--- src/rtl/core/crc32tm_pkg.sv ---
// ----------------------------------------------------------------------------
// CRC-32 two-mode package
// Register codes, reset constants and the bit-level fold and reflect helpers.
// ----------------------------------------------------------------------------
package crc32tm_pkg;

	localparam int CFG_IDX_W = 2;

	typedef enum logic [CFG_IDX_W-1:0] {
		CFG_ETH_MODE = 2'd0,
		CFG_POLY     = 2'd1
	} cfg_idx_t;

	typedef logic [31:0] crc_t;
	typedef logic [7:0]  byte_t;

	localparam crc_t CRC_PRESET   = 32'hFFFF_FFFF;
	localparam crc_t DEFAULT_POLY = 32'h04C1_1DB7;

	function automatic byte_t flip8(input byte_t b);
		byte_t r;
		for (int i = 0; i < 8; i++) begin
			r[i] = b[7-i];
		end
		return r;
	endfunction

	function automatic crc_t flip32(input crc_t w);
		crc_t r;
		for (int i = 0; i < 32; i++) begin
			r[i] = w[31-i];
		end
		return r;
	endfunction

	function automatic crc_t fold8(input crc_t crc, input byte_t b, input crc_t poly);
		crc_t c;
		c = crc ^ {b, 24'h000000};
		for (int i = 0; i < 8; i++) begin
			c = c[31] ? ({c[30:0], 1'b0} ^ poly) : {c[30:0], 1'b0};
		end
		return c;
	endfunction

endpackage

--- src/rtl/core/crc32_two_mode_byte_stream_core.sv ---
// ----------------------------------------------------------------------------
// CRC-32 two-mode byte stream core
// Folds one byte per word into a CRC register; emits the finished CRC on the
// last byte of each frame, reflected (Ethernet) or plain (BZIP2).
// ----------------------------------------------------------------------------
// The input register holds each accepted byte; the result register holds the finished CRC.
// Throughput: one byte per cycle; the input register and the result register
// decouple the two channels, so only a stalled result blocks a last byte.
// Reset: CRC register all ones, Ethernet mode on, polynomial 0x04C11DB7.
module crc32_two_mode_byte_stream_core
	import crc32tm_pkg::*;
(
	input  logic                 clk,
	input  logic                 arst_n,
	input  logic                 in_valid,
	output logic                 in_stall,
	input  logic [7:0]           data_byte,
	input  logic                 last_byte,
	output logic                 out_valid,
	input  logic                 out_stall,
	output logic [31:0]          crc_value,
	input  logic                 cfg_valid,
	output logic                 cfg_ready,
	input  logic [CFG_IDX_W-1:0] cfg_index,
	input  logic [31:0]          cfg_data
);

	logic  eth_mode_q;
	crc_t  poly_q;
	crc_t  crc_q;
	logic  valid_s1;
	byte_t byte_s1;
	logic  last_s1;
	logic  out_valid_q;
	crc_t  crc_value_q;

	logic  adv;
	logic  in_take;
	byte_t fold_in;
	crc_t  crc_next;
	crc_t  crc_fin;

	assign adv      = valid_s1 && (!last_s1 || !out_valid_q || !out_stall);
	assign in_stall = valid_s1 && !adv;
	assign in_take  = in_valid && !in_stall;
	assign fold_in  = eth_mode_q ? flip8(byte_s1) : byte_s1;
	assign crc_next = fold8(crc_q, fold_in, poly_q);
	assign crc_fin  = eth_mode_q ? flip32(~crc_next) : ~crc_next;

	assign cfg_ready = 1'b1;
	assign out_valid = out_valid_q;
	assign crc_value = crc_value_q;

	always_ff @(posedge clk or negedge arst_n) begin
		if (!arst_n) begin
			eth_mode_q <= 1'b1;
			poly_q     <= DEFAULT_POLY;
		end else if (cfg_valid) begin
			case (cfg_index)
				CFG_ETH_MODE: eth_mode_q <= cfg_data[0];
				CFG_POLY:     poly_q     <= cfg_data;
				default:      ;
			endcase
		end
	end

	always_ff @(posedge clk or negedge arst_n) begin
		if (!arst_n) begin
			valid_s1 <= 1'b0;
		end else if (in_take) begin
			valid_s1 <= 1'b1;
		end else if (adv) begin
			valid_s1 <= 1'b0;
		end
	end

	always_ff @(posedge clk) begin
		if (in_take) begin
			byte_s1 <= data_byte;
			last_s1 <= last_byte;
		end
	end

	always_ff @(posedge clk or negedge arst_n) begin
		if (!arst_n) begin
			crc_q <= CRC_PRESET;
		end else if (adv) begin
			crc_q <= last_s1 ? CRC_PRESET : crc_next;
		end
	end

	always_ff @(posedge clk or negedge arst_n) begin
		if (!arst_n) begin
			out_valid_q <= 1'b0;
		end else if (adv && last_s1) begin
			out_valid_q <= 1'b1;
		end else if (!out_stall) begin
			out_valid_q <= 1'b0;
		end
	end

	always_ff @(posedge clk) begin
		if (adv && last_s1) begin
			crc_value_q <= crc_fin;
		end
	end

endmodule

--- config.mk ---
export PLATFORM = sky130hd
export DESIGN_NAME = crc32_two_mode_byte_stream_core
export DESIGN_NICKNAME = d
export VERILOG_FILES = /design/src/rtl/core/crc32tm_pkg.sv /design/src/rtl/core/crc32_two_mode_byte_stream_core.sv
export SDC_FILE = /design/constraint.sdc
export NUM_CORES = 1
export LEC_CHECK = 0
export ABC_CLOCK_PERIOD_IN_PS = 9740
export BUFFER_PORTS_ARGS = -buffer_cell sky130_fd_sc_hd__buf_4
export CORE_ASPECT_RATIO = 0.8
export CORE_MARGIN = 4
export CORE_UTILIZATION = 45
export CTS_CLUSTER_DIAMETER = 200
export CTS_CLUSTER_SIZE = 24
export DETAILED_ROUTE_END_ITERATION = 16
export GPL_ROUTABILITY_DRIVEN = 0
export SKIP_CTS_REPAIR_TIMING = 1
export SYNTH_ARGS = -nofsm -noshare
export SYNTH_HDL_FRONTEND = slang
export SYNTH_SLANG_ARGS = --single-unit
export TNS_END_PERCENT = 5
--- constraint.sdc ---
create_clock -name clk -period 9.74 [get_ports clk]
set_input_delay 0.974 -clock clk [delete_from_list [all_inputs] [get_ports clk]]
set_output_delay 0.974 -clock clk [all_outputs]
set_load 0.1 [all_outputs]
==> impl_metrics.csv, run 1 <==
group,metric,value,unit
floorplan,core,20880,um2
yosys,yosysSeqAreaShare,0.3069,
timing,setup_viol,0,
hold_path,holdCritPathClass,"reg2reg",
worst_setup_path,crit_type,"reg2reg",
timing,finalSetupTns,0,ns
final_layout,fin_nets,1179,
global_routing,met2_usage,0.3182,
timing,relSlewSlack,0.1915,
clocking,cts_root_buf,"clkbuf_16",
yosys,syn_nets,1176,
yosys,netlist_area,9666,um2
timing,tightestPinTransition,1.213,ns
timing,min_period_over_period,0.6287,
yosys,yosysUniqueCellTypes,76,
final_layout,finalNonFillerCells,1405,
floorplan,num_io_pins,83,
clocking,cts_buffers,9,
clocking,clk_latency,0.37,ns
floorplan,fp.dieW,171.9,um
status,status,"complete, no violations",
timing,finalMaxSlewViolations,0,
hold_path,whs_path_depth,2,
worst_setup_path,endpoint_kind,"flop",
detailed_routing,vias,8127,
yosys,yosys-top-cells-area,"xnor2_1 (14%), dfstp_2 (13%), edfxtp_1 (13%)",
yosys,ys_ff_latch,108,
clocking,numClockSinks,108,
yosys,synth_area_per_cell,8.569,um2
timing,clock_skew,0.01406,ns
timing,hold_viol_final,0,
global_routing,grt_overflow,0,
worst_setup_path,cp_data_arrival_time,6.20,ns
clocking,path_clk_slew,0.08,ns
worst_setup_path,crit_fanout,65,
clocking,htree_levels,3,
detailed_routing,wirelength,27250,um
timing,rsz0062_at_grt,"false",
placement,portBuffers,81,
placement,place_inst,1389,
detailed_routing,drt_first_pass_iters,5,
final_layout,finish.utilization,0.5064,
final_layout,final_design_area_no_fill,10570,um2
global_routing,use_met1,0.3717,
final_layout,insertedDiodeCount,0,
global_routing,grt_usage,0.2280,
detailed_routing,wire_per_inst,19.40,um
global_routing,grt_pass1_vias,7356,
yosys,yosys.area.top_type,"xnor2_1",
job,max_cap_violations,0,
placement,dpl_cell_area,10270,um2
detailed_routing,viasPerCell,5.784,
yosys,synth_top_area_share,0.1368,
final_layout,drive_above_1_share,0.2033,
yosys,yosys_most_used_dff,"dfstp_2",
global_routing,grt_antenna_before_repair,0,
timing,period_needed,6.124,ns
clocking,clock_path_buffers,2,
worst_setup_path,reg2reg_depth,17,
final_layout,area_growth,9.385,%
yosys,ys_warn_count,0,
global_routing,use_met3,0.03705,
yosys,syn_inst,1128,
worst_setup_path,critPathLaunchType,"flop",
detailed_routing,drt_iter0_drc,934,
worst_setup_path,required,9.82,ns
floorplan,rows,47,
global_routing,grt_pass1_wl,42880,um
global_routing,grt_start_max_net_pins,73,
timing,timing.fmax,0.1633,GHz
floorplan,dieArea,23900,um2
yosys,synth_edf_count,41,
floorplan,die_h,139.1,um
placement,dp_hpwl,18610,um
floorplan,start_util,0.4630,
global_routing,busiest_layer,"met1",
detailed_routing,ant_nets,0,
detailed_routing,route.detailed.drc,0,
yosys,synth_most_common_cell,"nand2_1",
clocking,cts_tree,"built",
yosys,synth.top_cells.by_count,"nand2_1 (218), xnor2_1 (151), nor2_1 (78)",
yosys,synth-async-reset-ratio,0.6204,
-- layout make-up --
type / instances / area (um2)
clock inverters: 6 / 72.57
well taps: 269 / 336.6
repair buffers: 92 / 690.7
flip-flops and latches: 108 / 2967
clock buffers: 10 / 229.0
fillers: 1947 / 10300
multi-input cells: 911 / 6243
inverters: 9 / 33.78
-- logic make-up after synthesis --
group,synth area share
xor+xnor,0.2405
mux,0.06874
simple gates,0.2120
other cells,0.0003880
flops,0.3069
compound gates,0.1219
buf+inv,0.04945
-- state kept, by name, indices dropped and copies added (netlist names) --
signal      cells
crc_q          32
crc_value      32
valid_s1        1
poly_q         32
byte_s1         8
last_s1         1
eth_mode_q      1
out_valid       1
-- routing by layer --
metal / vias up / routed length (um)
li1: 3869 / -
met1: 3989 / 14030
met2: 254 / 11190
met5: - / 0
met3: 15 / 1785
met4: 0 / 239
-- final timing paths --
path,slack [ns],startpoint,endpoint
max in group asynchronous,8.33,arst_n,out_valid
min,0.47,crc_q[24],crc_q[24]
max reg2reg,3.62,eth_mode_q,crc_value[29]
min in group asynchronous,0.78,arst_n,poly_q[6]
min reg2reg,0.47,crc_q[24],crc_q[24]
max,3.62,eth_mode_q,crc_value[29]
-- critical path, stage by stage, from the launching register on --
cell and delay [ns]:
dfstp_2 0.70, buf_4 0.59, mux2i_1 0.29, xor2_1 0.31, a31o_2 0.20, and2_1 0.32, buf_4 0.39, o2111ai_1 0.16
nand4_1 0.14, xor2_1 0.39, xor2_2 0.17, buf_4 0.35, and2_1 0.22, xor3_2 0.49, buf_4 0.48, nand2_1 0.13
xnor2_1 0.33, mux2i_1 0.12
-- cell usage in the layout, fill, tap and decap left out, types with 4 or more instances in the layout --
master	synthesis	routed
nor2_1	78	77
xnor3_1	23	23
a31oi_1	34	34
a21oi_1	24	24
and2_1	17	17
clkbuf_16	0	9
buf_4	8	92
o21ai_1	19	19
nor2b_1	5	5
inv_1	8	8
nand4_1	7	7
edfxtp_1	41	41
mux2i_1	11	11
nand3_1	35	35
xor2_1	25	24
xnor3_2	6	6
o21ai_0	51	51
o31a_1	4	4
and3_1	44	44
o211ai_1	11	11
dfrtp_1	20	20
dfstp_2	47	47
nand2_1	218	218
xnor2_1	151	150
nand2b_1	6	6
mux2_2	44	44
nor3_1	28	28
xnor2_2	4	5
-- through the flow --
stage / hold WS (ns) / setup WS, ns
2_1_floorplan: 0.4506 / 5.433
3_3_place_gp: 0.4635 / 3.817
3_5_place_dp: 0.4679 / 3.633
4_1_cts: 0.4782 / 3.639
5_1_grt: 0.5052 / 3.184
6_report: 0.4746 / 3.616
Power of run 1 is left out: the tool's default activity adds up to more than one toggle a clock period on the data nets, which glitch-free logic cannot reach.
==> run 2: changes to the inputs <==
--- a/config.mk
+++ b/config.mk
@@ -5,7 +5,8 @@
 export SDC_FILE = /design/constraint.sdc
 export NUM_CORES = 1
 export LEC_CHECK = 0
-export ABC_CLOCK_PERIOD_IN_PS = 9740
+export ABC_AREA = 1
+export ABC_CLOCK_PERIOD_IN_PS = 6400
 export BUFFER_PORTS_ARGS = -buffer_cell sky130_fd_sc_hd__buf_4
 export CORE_ASPECT_RATIO = 0.8
 export CORE_MARGIN = 4
==> constraint.sdc (replaced) <==
create_clock -name clk -period 6.4 [get_ports clk]
set_input_delay 0.64 -clock clk [delete_from_list [all_inputs] [get_ports clk]]
set_output_delay 0.64 -clock clk [all_outputs]
set_load 0.1 [all_outputs]
==> run 2 against run 1 <==
  * Via count up 7.4%
  * Setup slack worse by 2.9 ns
  * Global-route usage up 2.4 points
  * Critical endpoint is now crc_value[30]
  * Clock skew up 0.0019 ns
  * Synthesized cell count up 25%
  * Critical path type unchanged
  * Non-clock buffer count up 1
  * Register-to-register slack worse by 2.9 ns
==> impl_metrics.csv, run 2 <==
group,metric,value,unit
timing,relSlewSlack,0.3727,
yosys,syn_nets,1461,
yosys,synth_edf_count,41,
timing,tightestPinTransition,0.9410,ns
floorplan,num_io_pins,83,
final_layout,insertedDiodeCount,0,
global_routing,grt_usage,0.2523,
clocking,path_clk_slew,0.09,ns
detailed_routing,ant_nets,0,
yosys,ys_ff_latch,108,
clocking,clk_latency,0.38,ns
detailed_routing,drt_iter0_drc,1089,
yosys,synth_area_per_cell,6.513,um2
yosys,yosysUniqueCellTypes,32,
clocking,htree_levels,3,
detailed_routing,vias,8725,
yosys,yosys_most_used_dff,"dfstp_2",
status,status,"complete, no violations",
timing,timing.fmax,0.1754,GHz
floorplan,die_h,135.9,um
worst_setup_path,crit_type,"reg2reg",
worst_setup_path,cp_data_arrival_time,5.83,ns
timing,finalSetupTns,0,ns
final_layout,mostFrequentLayoutCells,"nand2_1 (493), nand3_1 (184), inv_1 (147)",
global_routing,grt_antenna_before_repair,1,
timing,setup_viol,0,
global_routing,grt_overflow,0,
yosys,yosys.area.top_type,"nand2_1",
yosys,yosysSeqAreaShare,0.3224,
clocking,cts_root_buf,"clkbuf_16",
worst_setup_path,slowest_stage,"nand2_2",
detailed_routing,wire_per_inst,16.93,um
final_layout,n_fill_cell,2036,
worst_setup_path,endpoint_kind,"flop",
yosys,netlist_area,9203,um2
placement,dp_hpwl,20000,um
timing,min_period_over_period,0.8908,
yosys,synth-async-reset-ratio,0.6204,
clocking,cts_tree,"built",
detailed_routing,wirelength,28730,um
floorplan,rows,46,
timing,hold_viol_final,0,
floorplan,core,19970,um2
worst_setup_path,critPathMaxStageDelay,0.65,ns
detailed_routing,route.detailed.drc,0,
placement,portBuffers,81,
global_routing,grt_pass1_vias,7850,
worst_setup_path,cpMostUsedCell,"nand2_1",
floorplan,start_util,0.4608,
yosys,synth.top_cells.by_count,"nand2_1 (493), nand3_1 (184), inv_1 (147)",
global_routing,grt_start_max_net_pins,68,
worst_setup_path,required,6.53,ns
timing,period_needed,5.701,ns
yosys,synth_most_common_cell,"nand2_1",
clocking,cts_buffers,9,
job,max_cap_violations,0,
floorplan,fp.dieW,167.9,um
clocking,clock_path_buffers,2,
floorplan,dieArea,22820,um2
timing,setup_slack,0.6986,ns
clocking,numClockSinks,108,
timing,rsz0062_at_grt,"false",
final_layout,final_common_cell,"nand2_1",
timing,finalMaxSlewViolations,0,
detailed_routing,drt_first_pass_iters,6,
final_layout,drive_above_1_share,0.1382,
worst_setup_path,critPathLaunchType,"flop",
yosys,synth_top_area_share,0.2011,
timing,clock_skew,0.01595,ns
hold_path,holdCritPathClass,"in2async",
final_layout,area_growth,9.734,%
yosys,syn_inst,1413,
worst_setup_path,crit_fanout,61,
detailed_routing,viasPerCell,5.141,
yosys,ys_warn_count,0,
global_routing,grt_pass1_wl,45280,um
final_layout,fin_nets,1476,
yosys,yosys-top-cells-area,"nand2_1 (20%), dfstp_2 (13%), edfxtp_1 (13%)",
placement,dp_slack,0.7566,ns
==> run 2: cells by family after synthesis <==
kind of cell    after synthesis  synth area share
xor+xnor                    144            0.1379
simple gates                844            0.3863
buf+inv                     242            0.1111
other cells                   1         0.0004075
compound gates               74           0.04201
flops                       108            0.3224
==> run 2: worst paths after layout <==
check | startpoint | to | slack [ns] | cells past startpoint
worst max-delay path | eth_mode_q | crc_value[30] | 0.70 | 26
worst min-delay path | arst_n | poly_q[3] | 0.41 | 1
worst max register to register | eth_mode_q | crc_value[30] | 0.70 | 26
worst min register to register | crc_q[28] | crc_q[28] | 0.52 | 2
max in group asynchronous | arst_n | poly_q[19] | 5.38 | 1
min in group clk | cfg_valid | eth_mode_q | 0.42 | 2
==> run 2: through the flow <==
stage / std cells / cell area [um2] / hold WS, ns / util
finish: 1697 / 10100 / 0.4072 / 0.5056
CTS: 1697 / 10100 / 0.4140 / 0.5056
detailed placement: 1681 / 9793 / 0.5026 / 0.4904
global route: 1697 / 10100 / 0.4289 / 0.5056
floorplan: 1413 / 9203 / 0.3444 / -
global placement: 1681 / 9793 / 0.4894 / 0.4904
==> run 2: area by class of cell <==
class | instances | area [um2] | share of cell area
Inverter | 153 | 576.8 | 0.05712
Clock buffer | 9 | 225.2 | 0.02230
Tap cell | 264 | 330.3 | 0.03271
Multi-Input combinational cell | 1063 | 5221 | 0.5170
Sequential cell | 108 | 2967 | 0.2938
Timing Repair Buffer | 93 | 698.2 | 0.06914
Clock inverter | 7 | 80.08 | 0.007930
==> run 2: layer usage <==
layer  track usage  wire [um]  vias up
met1        0.4160      14690     4002
li1              -          -     4357
met4       0.04281        282        0
met2        0.3379      11000      343
met5             0          0        -
met3       0.04797       2754       23
==> run 2: critical path: cells and delay by family (launching register included) <==
family | cells | cell delay [ns]
simple gates | 21 | 4.02
buf+inv | 5 | 0.72
flops | 1 | 0.63
Power of run 2 is left out for the same reason.
